`src/rtl/bbf_pkg.sv`:
```
// ----------------------------------------------------------------------------
// bbf_pkg
// Shared types and constants of the box blur filter.
// ----------------------------------------------------------------------------
package bbf_pkg;

   localparam int MAX_WIDTH    = 1024;
   localparam int MAX_RADIUS   = 12;
   localparam int HEIGHT_LIMIT = 4096;
   localparam int SLOTS        = 2 * MAX_RADIUS + 1;

   localparam int COL_W    = $clog2(MAX_WIDTH);
   localparam int SLOT_W   = $clog2(SLOTS);
   localparam int ADDR_W   = SLOT_W + COL_W;
   localparam int RAM_DEPTH = SLOTS * MAX_WIDTH;
   localparam int PIX_W    = 24;

   localparam int WIDTH_W  = 11;
   localparam int HEIGHT_W = 13;
   localparam int RADIUS_W = 4;
   localparam int IN_ROW_W = 13;
   localparam int OUT_ROW_W = 12;
   localparam int LAG_W    = 15;
   localparam int SIDE_W   = 5;
   localparam int AREA_W   = 10;
   localparam int SUM_W    = 18;
   localparam int CNT_W    = 5;

   localparam int CSR_IDX_W  = 2;
   localparam int CSR_DATA_W = 13;

   localparam logic [CSR_IDX_W-1:0] CSR_WIDTH  = 2'd0;
   localparam logic [CSR_IDX_W-1:0] CSR_HEIGHT = 2'd1;
   localparam logic [CSR_IDX_W-1:0] CSR_RADIUS = 2'd2;

   localparam logic [WIDTH_W-1:0]  WIDTH_RESET  = 11'd1024;
   localparam logic [HEIGHT_W-1:0] HEIGHT_RESET = 13'd1024;
   localparam logic [RADIUS_W-1:0] RADIUS_RESET = 4'd1;

   typedef struct packed {
      logic [7:0] red_in;
      logic [7:0] green_in;
      logic [7:0] blue_in;
      logic       flush;
   } req_type;

   typedef struct packed {
      logic [7:0] red_out;
      logic [7:0] green_out;
      logic [7:0] blue_out;
      logic       frame_last;
   } rsp_type;

   typedef struct packed {
      logic accept;
      logic start;
      logic step;
      logic div_load;
      logic div_step;
      logic load;
   } cmd_type;

   typedef struct packed {
      logic has_result;
      logic sweep_last;
      logic div_last;
      logic out_free;
   } sts_type;

endpackage

```
`src/rtl/bbf_ctrl.sv`:
```
// ----------------------------------------------------------------------------
// bbf_ctrl
// Sequencer: accept, window sweep, serial divide, result hand-off.
// ----------------------------------------------------------------------------
module bbf_ctrl
   import bbf_pkg::*;
(
   input  logic    clock,
   input  logic    reset,
   input  logic    req_valid,
   output logic    req_ready,
   input  sts_type sts,
   output cmd_type cmd
);

   typedef enum logic [5:0] {
      ST_IDLE     = 6'b000001,
      ST_SWEEP    = 6'b000010,
      ST_DRAIN    = 6'b000100,
      ST_DIV_LOAD = 6'b001000,
      ST_DIVIDE   = 6'b010000,
      ST_HOLD     = 6'b100000
   } state_type;

   state_type state_ff;
   state_type state_in;

   always_comb begin
      state_in = state_ff;
      cmd      = '0;
      unique case (state_ff)
         ST_IDLE: begin
            cmd.accept = req_valid;
            if (req_valid && sts.has_result) begin
               cmd.start = 1'b1;
               state_in  = ST_SWEEP;
            end
         end
         ST_SWEEP: begin
            cmd.step = 1'b1;
            if (sts.sweep_last) begin
               state_in = ST_DRAIN;
            end
         end
         ST_DRAIN: begin
            state_in = ST_DIV_LOAD;
         end
         ST_DIV_LOAD: begin
            cmd.div_load = 1'b1;
            state_in     = ST_DIVIDE;
         end
         ST_DIVIDE: begin
            cmd.div_step = 1'b1;
            if (sts.div_last) begin
               state_in = ST_HOLD;
            end
         end
         ST_HOLD: begin
            if (sts.out_free) begin
               cmd.load = 1'b1;
               state_in = ST_IDLE;
            end
         end
         default: begin
            state_in = ST_IDLE;
         end
      endcase
   end

   always_ff @(posedge clock) begin
      if (reset) begin
         state_ff <= ST_IDLE;
      end else begin
         state_ff <= state_in;
      end
   end

   assign req_ready = (state_ff == ST_IDLE);

endmodule

```
`config.mk`:
```
export PLATFORM = sky130hd
export DESIGN_NAME = bbf_ctrl
export DESIGN_NICKNAME = d
export VERILOG_FILES = /design/src/rtl/bbf_pkg.sv /design/src/rtl/bbf_ctrl.sv
export SDC_FILE = /design/constraint.sdc
export NUM_CORES = 1
export LEC_CHECK = 0
export ABC_AREA = 1
export BUFFER_PORTS_ARGS = -buffer_cell sky130_fd_sc_hd__buf_2
export CAP_MARGIN = 20
export CORE_AREA = 2 2 39 41
export DETAILED_ROUTE_END_ITERATION = 7
export DIE_AREA = 0 0 41 43
export GPL_ROUTABILITY_DRIVEN = 0
export PLACE_DENSITY = 0.58
export SLEW_MARGIN = 10
export SYNTH_ARGS = -nofsm -noshare
export SYNTH_HDL_FRONTEND = slang
export SYNTH_SLANG_ARGS = --single-unit
```
`constraint.sdc`:
```
create_clock -name clock -period 1.9 [get_ports clock]
set_input_delay 0.38 -clock clock [delete_from_list [all_inputs] [get_ports clock]]
set_output_delay 0.38 -clock clock [all_outputs]
set_load 0.01 [all_outputs]
```
==> results of run 1 <==
-- final cells by class --
cell class | count | area, um2
Clock buffer | 3 | 22.5
Multi-Input combinational cell | 42 | 216
Inverter | 14 | 52.6
Sequential cell | 6 | 120
Fill cell | 158 | 887
Timing Repair Buffer | 13 | 65.1
Tap cell | 16 | 20.0
-- cell families after synthesis --
kind of cell | Yosys count | synth area share [%]
AO/OA/AOI/OAI | 2 | 2.57
flip-flops | 6 | 30.9
AND/OR/NAND/NOR | 40 | 53.1
buffers and inverters | 14 | 13.5
-- cells in the mapped netlist --
cell type  number  area (um2)
a21oi_1         2        10.0
nand2_2         2        12.5
nand2_1         7        26.3
nor3b_1         1        7.51
nor2_1         14        52.6
nand4_1         4        25.0
nor2_2          2        12.5
nor2_4          2        22.5
nand3_1         7        35.0
dfxtp_1         6         120
inv_1          14        52.6
nand4_2         1        12.5
-- layer usage --
layer  GRT usage [%]  routed length [um]
met3            4.71                  77
met4            10.0                  22
met1            16.4                 419
met5               0                   0
met2            17.8                 390
-- worst paths after layout --
kind,startpoint,to,slack [ns]
max,state_ff[5],cmd[4],0.16
min,reset,state_ff[2],0.36
max reg2reg,state_ff[0],state_ff[0],0.74
min reg2reg,state_ff[5],state_ff[5],0.53
-- metrics by stage --
stage | hold WS (ns) | power [mW]
after floorplan | 0.449 | 0.413
after global placement | 0.515 | 0.497
after detailed placement | 0.520 | 0.499
after CTS | 0.357 | 0.623
after global routing | 0.348 | 0.681
final | 0.357 | 0.623
-- worst max-delay path: cells and delay by family, from the launching register on --
family / cells / cell delay [ns]
buffers and inverters: 1 / 0.15
DFF: 1 / 0.33
and+or+nand+nor: 3 / 0.62
-- where the power goes --
| part | total (mW) | switching (mW) | internal [mW] |
|---|---|---|---|
| registers | 0.183 | 0.0280 | 0.155 |
| logic | 0.315 | 0.204 | 0.111 |
| clock network | 0.125 | 0.0534 | 0.0719 |
==> run_results.csv, run 1 <==
group,metric,value,unit
routing,dr_total_vias,425,
routing,wl,909,um
clocking,clk_path_buf_depth,2,
layout,top_regs,"state_ff x6",
die,die_area,1760,um2
global_route,antenna_found_initial,0,
clocking,cts_resized,0,
clocking,cts_setup_buffers,0,
global_route,grt-ovfl-total,0,
setup_path,critPathMaxStageDelay,0.33,ns
die,io_pins,14,
clocking,numClockSinks,6,
placed_design,io_buffers,13,
setup_path,worstSetupPathType,"reg2out",
setup_path,worstPathRequired,1.52,ns
setup_path,ff2ff_path_depth,6,
clocking,root_buffer,"clkbuf_4",
logic_synthesis,ys_warn_count,0,
routing,routed_via_density,4.52,
global_route,grt_pass1_wl,1500,um
die,core-area,1380,um2
layout,largest_reg_flops,6,
sta,setup-violations-final,0,
sta,tns,0,ns
setup_path,cp.arrival,1.36,ns
layout,final_cell_mix,"inv_1 (14), nor2_1 (14), buf_2 (13)",
routing,wire_per_inst,9.67,um
layout,fin_cells,94,
sta,hold_viol,0,
sta,finalCritPeriodShare,91.6,%
setup_path,path_cells,"nor2_2, nand3_1, nor3b_1, buf_2",
die,die_y,43,um
global_route,grt_pass1_vias,383,
placed_design,dpl_cell_area,474,um2
sta,max_freq,0.574,GHz
logic_synthesis,syn-num-nets,69,
placed_design,numPlacedInstances,91,
layout,drive_gt1_share,29.5,%
flow_run,maxCapViolCount,0,
routing,drtIter0Drc,7,
setup_path,crit_fanout,6,
clocking,cts-hold-fix-buffers,0,
logic_synthesis,synth-seq-area-share,30.9,%
logic_synthesis,avgSynthCellArea,6.28,um2
sta,worst_pin_slew,0.290,ns
clocking,cts_tree,"built",
run_status,status,"finished, final reports clean",
sta,finalMaxSlewViolations,0,
layout,final_util,35.9,%
sta,max-slew-margin-rel,80.7,%
die,rows,14,
sta,finClkSkew,0.00246,ns
layout,fin_nets,87,
sta,final.setup.worst_slack,0.159,ns
layout,stdcell_area,497,um2
layout,regMostFlops,"state_ff",
sta,rsz0062_at_grt,"no",
pwr,power_leakage,0.299,nW
pwr,ir_drop,0.640,mV
logic_synthesis,syn_area,389,um2
logic_synthesis,synthCells,62,
logic_synthesis,synthDistinctLibCells,12,
pwr,p_per_area,1250,nW/um2
layout,areaGrowthSynthToFinish,27.7,%
setup_path,start_kind,"flop",
setup_path,cpMaxStageDelayCell,"dfxtp_1",
clocking,clock_latency,0.26,ns
clocking,htreeDepth,1,
die,die_x,41,um
sta,period_minus_slack,1.74,ns
global_route,grtUsageTotal,13.3,%
global_route,grt_max_degree,9,
placed_design,hpwlAfterDp,695,um
routing,drtAntennaViolNets,0,
layout,n_antenna_cell,0,
clocking,path_clk_slew,0.05,ns
routing,drc,0,
hold_path,hp-class,"in2reg",
placed_design,dpl_worst_slack,0.433,ns
die,initial_core_util,28.1,%
hold_path,hold-path-cell-count,2,
routing,drtPass1Iterations,4,
logic_synthesis,synth-seq-cells,6,
clocking,cts_made_buffers,3,
setup_path,end_kind,"output pin",
No activity file was read; power rests on OpenSTA's default activity.
==> run 2, diff against run 1 <==
Settings changed: BUFFER_PORTS_ARGS -buffer_cell sky130_fd_sc_hd__buf_2 to -buffer_cell sky130_fd_sc_hd__buf_4.
==> run 2 against run 1 <==
Clock power barely moved. Critical path depth did not move. Register-to-register slack improved by 0.02 ns. Critical path type unchanged.
==> run_results.csv, run 2 (synthesis results as in run 1) <==
group,metric,value,unit
run_status,status,"finished, final reports clean",
placed_design,hpwlAfterDp,678,um
global_route,grtUsageMet2,16.9,%
routing,wl,911,um
layout,largest_reg_flops,6,
clocking,cts_made_buffers,3,
pwr,power.total,0.640,mW
setup_path,start_kind,"flop",
die,rows,14,
sta,hold_viol,0,
clocking,cts-hold-fix-buffers,0,
setup_path,critPathMaxStageDelay,0.33,ns
routing,wire_per_inst,9.69,um
setup_path,worstPathRequired,1.52,ns
sta,worst_pin_slew,0.269,ns
setup_path,cp.arrival,1.35,ns
die,io_pins,14,
routing,drc,0,
sta,finalCritPeriodShare,91.0,%
setup_path,path_cells,"nor2_2, nand3_1, nor3b_1, buf_4",
setup_path,cpMaxStageDelayCell,"dfxtp_1",
global_route,grt_pass1_vias,381,
layout,stdcell_area,529,um2
sta,max_freq,0.578,GHz
layout,n_fill_cell,159,
placed_design,dpl_cell_area,507,um2
sta,finClkSkew,0.00547,ns
clocking,clk_path_buf_depth,2,
hold_path,hp-class,"in2reg",
routing,drtIter0Drc,12,
setup_path,r2r_slack,0.76,ns
setup_path,worstSetupPathType,"reg2out",
die,die_area,1760,um2
global_route,grt_max_degree,9,
routing,routed_via_density,4.73,
layout,final_util,38.2,%
die,die_x,41,um
die,core-area,1380,um2
global_route,grt-ovfl-total,0,
layout,drive_gt1_share,29.5,%
routing,dr_total_vias,445,
clocking,root_buffer,"clkbuf_4",
setup_path,crit_family,"simple AND/OR/NAND/NOR gates",
global_route,grtUsageMet3,3.14,%
sta,final.setup.worst_slack,0.171,ns
sta,finalMaxSlewViolations,0,
setup_path,path_buf_inv,1,
pwr,power_leakage,0.305,nW
layout,fin_nets,87,
global_route,antenna_found_initial,0,
global_route,grtUsageTotal,12.9,%
sta,rsz0062_at_grt,"no",
sta,setup-violations-final,0,
setup_path,crit_fanout,6,
flow_run,maxCapViolCount,0,
placed_design,dpl_worst_slack,0.440,ns
clocking,clock_latency,0.26,ns
clocking,cts_resized,0,
clocking,cts_tree,"built",
sta,max-slew-margin-rel,82.1,%
sta,period_minus_slack,1.73,ns
clocking,numClockSinks,6,
layout,top_regs,"state_ff x6",
global_route,use_met1,16.1,%
die,initial_core_util,28.1,%
pwr,p_per_area,1210,nW/um2
layout,regMostFlops,"state_ff",
setup_path,end_kind,"output pin",
global_route,top_usage_layer,"met2",
die,die_y,43,um
layout,final_cell_mix,"inv_1 (14), nor2_1 (14), buf_4 (13)",
placed_design,io_buffers,13,
layout,n_antenna_cell,0,
clocking,htreeDepth,1,
global_route,grt_pass1_wl,1500,um
clocking,path_clk_slew,0.05,ns
pwr,ir_drop,0.617,mV
routing,drtPass1Iterations,4,
clocking,cts_setup_buffers,0,
routing,drtAntennaViolNets,0,
layout,areaGrowthSynthToFinish,36.0,%
sta,tns,0,ns
-- run 2: stage by stage --
step                      hold slack, ns  cells
after floorplan                    0.449     62
after global placement             0.513     91
after detailed placement           0.519     91
after CTS                          0.324     94
after global routing               0.334     94
final                              0.328     94
-- run 2: report_power, final --
part	internal (mW)	switching (mW)	total, mW
Combinational	0.132	0.201	0.334
Sequential	0.155	0.0271	0.182
Clock	0.0719	0.0525	0.124
Total	0.359	0.281	0.640
-- run 2: worst paths after layout --
path,start,endpoint,cells past startpoint
min,reset,state_ff[2],2
min reg2reg,state_ff[5],state_ff[5],2
max reg2reg,state_ff[0],state_ff[0],6
max,state_ff[5],cmd[4],4
-- run 2: worst reg2reg max path, cell delays in order, from the launching register on --
cell and delay (ns):
dfxtp_1 0.32, nor2_2 0.25, nand4_1 0.20, nand3_1 0.11, nor2_1 0.04, nand3_1 0.06
nand2_1 0.05
-- run 2: cell type report --
cell class / instances / area (um2) / area share [%]
multi-input combinational: 42 / 216 / 40.9
sequential: 6 / 120 / 22.7
timing repair buffer: 13 / 97.6 / 18.4
inverter: 14 / 52.6 / 9.93
clock buffer: 3 / 22.5 / 4.26
tap: 16 / 20.0 / 3.78
-- run 2: layer usage --
metal	vias to the layer above	share of wire, %
li1	225	-
met1	194	44
met2	23	43
met3	3	9.7
met4	0	3.0
met5	-	0
==> run 3, diff against run 2 <==
Settings changed: BUFFER_PORTS_ARGS -buffer_cell sky130_fd_sc_hd__buf_4 to default, DONT_BUFFER_PORTS from default to 1, PLACE_DENSITY 0.58 to default, PLACE_DENSITY_LB_ADDON from default to 0.05.
==> run 3 against run 2 <==
Power decreased by 11%. Global-route usage grew 0.50 points. Cell count decreased by 14%. Count of clock-buffer cells in the layout is the same. Setup slack worse by 0.011 ns. Non-clock buffer count is 13 lower. Flip-flop and latch count did not move. Critical path type unchanged. Largest power group unchanged.
==> run_results.csv, run 3 (synthesis results as in run 1) <==
group,metric,value,unit
hold_path,hold-path-cell-count,1,
sta,tns,0,ns
routing,wl,857,um
layout,final_cell_mix,"inv_1 (14), nor2_1 (14), nand3_1 (7), nand2_1 (7), dfxtp_1 (6)",
routing,drc,0,
global_route,grt-ovfl-total,0,
setup_path,r2r_end,"state_ff[0]",
clocking,clock_latency,0.24,ns
pwr,pwr-share-seq,31.9,%
pwr,p_per_area,1320,nW/um2
die,io_pins,14,
hold_path,min_to,"state_ff[4]",
sta,worst_pin_slew,0.367,ns
sta,max-slew-margin-rel,75.5,%
clocking,cts_setup_buffers,0,
sta,hold_viol,0,
routing,drtIter0Drc,3,
setup_path,crit_fanout,6,
die,core-area,1380,um2
layout,n_antenna_cell,0,
placed_design,numPlacedInstances,78,
hold_path,hp-class,"in2reg",
clocking,root_buffer,"clkbuf_4",
die,die_area,1760,um2
routing,wire_per_inst,10.6,um
die,rows,14,
die,initial_core_util,28.1,%
sta,hold_slack,0.204,ns
global_route,antenna_found_initial,0,
setup_path,rr_startpoint,"state_ff[5]",
die,die_y,43,um
sta,finalCritPeriodShare,91.6,%
layout,largest_reg_flops,6,
clocking,cts_made_buffers,3,
pwr,p_sw,0.261,mW
layout,top_regs,"state_ff x6",
setup_path,worstPathRequired,1.52,ns
pwr,p_int,0.311,mW
routing,drtAntennaViolNets,0,
global_route,grt_max_degree,9,
layout,areaGrowthSynthToFinish,10.9,%
setup_path,worstSetupPathType,"reg2out",
global_route,grt_pass1_wl,1480,um
hold_path,hp-start,"reset",
routing,drtPass1Iterations,3,
sta,setup-violations-final,0,
global_route,grt_pass1_vias,358,
clocking,clk_path_buf_depth,2,
layout,fin_cells,81,
pwr,p_sw_share,45.7,%
flow_run,maxCapViolCount,0,
routing,routed_via_density,4.53,
setup_path,cp.arrival,1.36,ns
layout,fin_nets,74,
setup_path,r2r_slack,0.70,ns
clocking,cts-hold-fix-buffers,0,
setup_path,start_kind,"flop",
setup_path,ff2ff_path_depth,6,
setup_path,path_cells,"nor2_2, nand3_1, nor3b_1",
setup_path,cpMaxStageDelayCell,"nor3b_1",
pwr,power_leakage,0.239,nW
sta,period_minus_slack,1.74,ns
run_status,status,"finished, final reports clean",
placed_design,io_buffers,0,
pwr,ir_drop,0.348,mV
clocking,htreeDepth,1,
sta,rsz0062_at_grt,"no",
routing,dr_total_vias,367,
pwr,p_comb_share,47.6,%
sta,finalMaxSlewViolations,0,
global_route,grtUsageTotal,13.4,%
pwr,clkPwrFrac,20.5,%
placed_design,hpwlAfterDp,697,um
clocking,numClockSinks,6,
layout,drive_gt1_share,15.4,%
layout,regMostFlops,"state_ff",
clocking,cts_tree,"built",
setup_path,end_kind,"output pin",
clocking,cts_resized,0,
setup_path,critPathMaxStageDelay,0.37,ns
clocking,path_clk_slew,0.05,ns
die,die_x,41,um
sta,finClkSkew,0.00411,ns
sta,max_freq,0.575,GHz
[run 3: cell count changes in the layout (fill, tap and decap cells not counted)]
cell   previous run  this run
buf_4            13         0
[run 3: worst max-delay path by stage]
stage / start / end / slack (ns) / depth (start not counted)
2_1_floorplan: state_ff[5] / cmd[4] / 0.53 / 3
3_3_place_gp: state_ff[5] / cmd[4] / 0.43 / 3
3_5_place_dp: state_ff[5] / cmd[4] / 0.42 / 3
4_1_cts: state_ff[5] / cmd[4] / 0.14 / 3
5_1_grt: state_ff[5] / cmd[4] / 0.04 / 3
6_report: state_ff[5] / cmd[4] / 0.16 / 3
[run 3: routing by layer]
metal	wire length (um)	up-vias	track usage, %
li1	-	201	-
met1	408	153	17.7
met2	377	11	15.9
met3	54	2	3.14
met4	17	0	14.0
met5	0	-	0
[run 3: final cells by class]
| cell class | count | area (um2) |
|---|---|---|
| inverter | 14 | 52.6 |
| multi-input combinational | 42 | 216 |
| sequential | 6 | 120 |
| tap | 16 | 20.0 |
| fill | 169 | 952 |
| clock buffer | 3 | 22.5 |
[run 3: power groups by stage]
stage	sequential (mW)	clock, mW	combinational, mW
2_1_floorplan	0.180	0	0.233
3_3_place_gp	0.184	0	0.283
3_5_place_dp	0.184	0	0.279
4_1_cts	0.182	0.126	0.279
5_1_grt	0.187	0.137	0.318
6_report	0.182	0.117	0.272
[run 3: critical path: cells and delay by family, from the launching register on]
family | cells | cell delay, ns
AND/OR/NAND/NOR | 3 | 0.78
flip-flops | 1 | 0.33
[run 3: through the flow]
step	utilization, %	area, um2	total power, mW	setup WS [ns]
after floorplan	-	389	0.413	0.526
after global placement	29.6	409	0.467	0.430
after detailed placement	29.6	409	0.463	0.417
after CTS	31.2	432	0.587	0.144
after global routing	31.2	432	0.643	0.0431
final	31.2	432	0.572	0.160
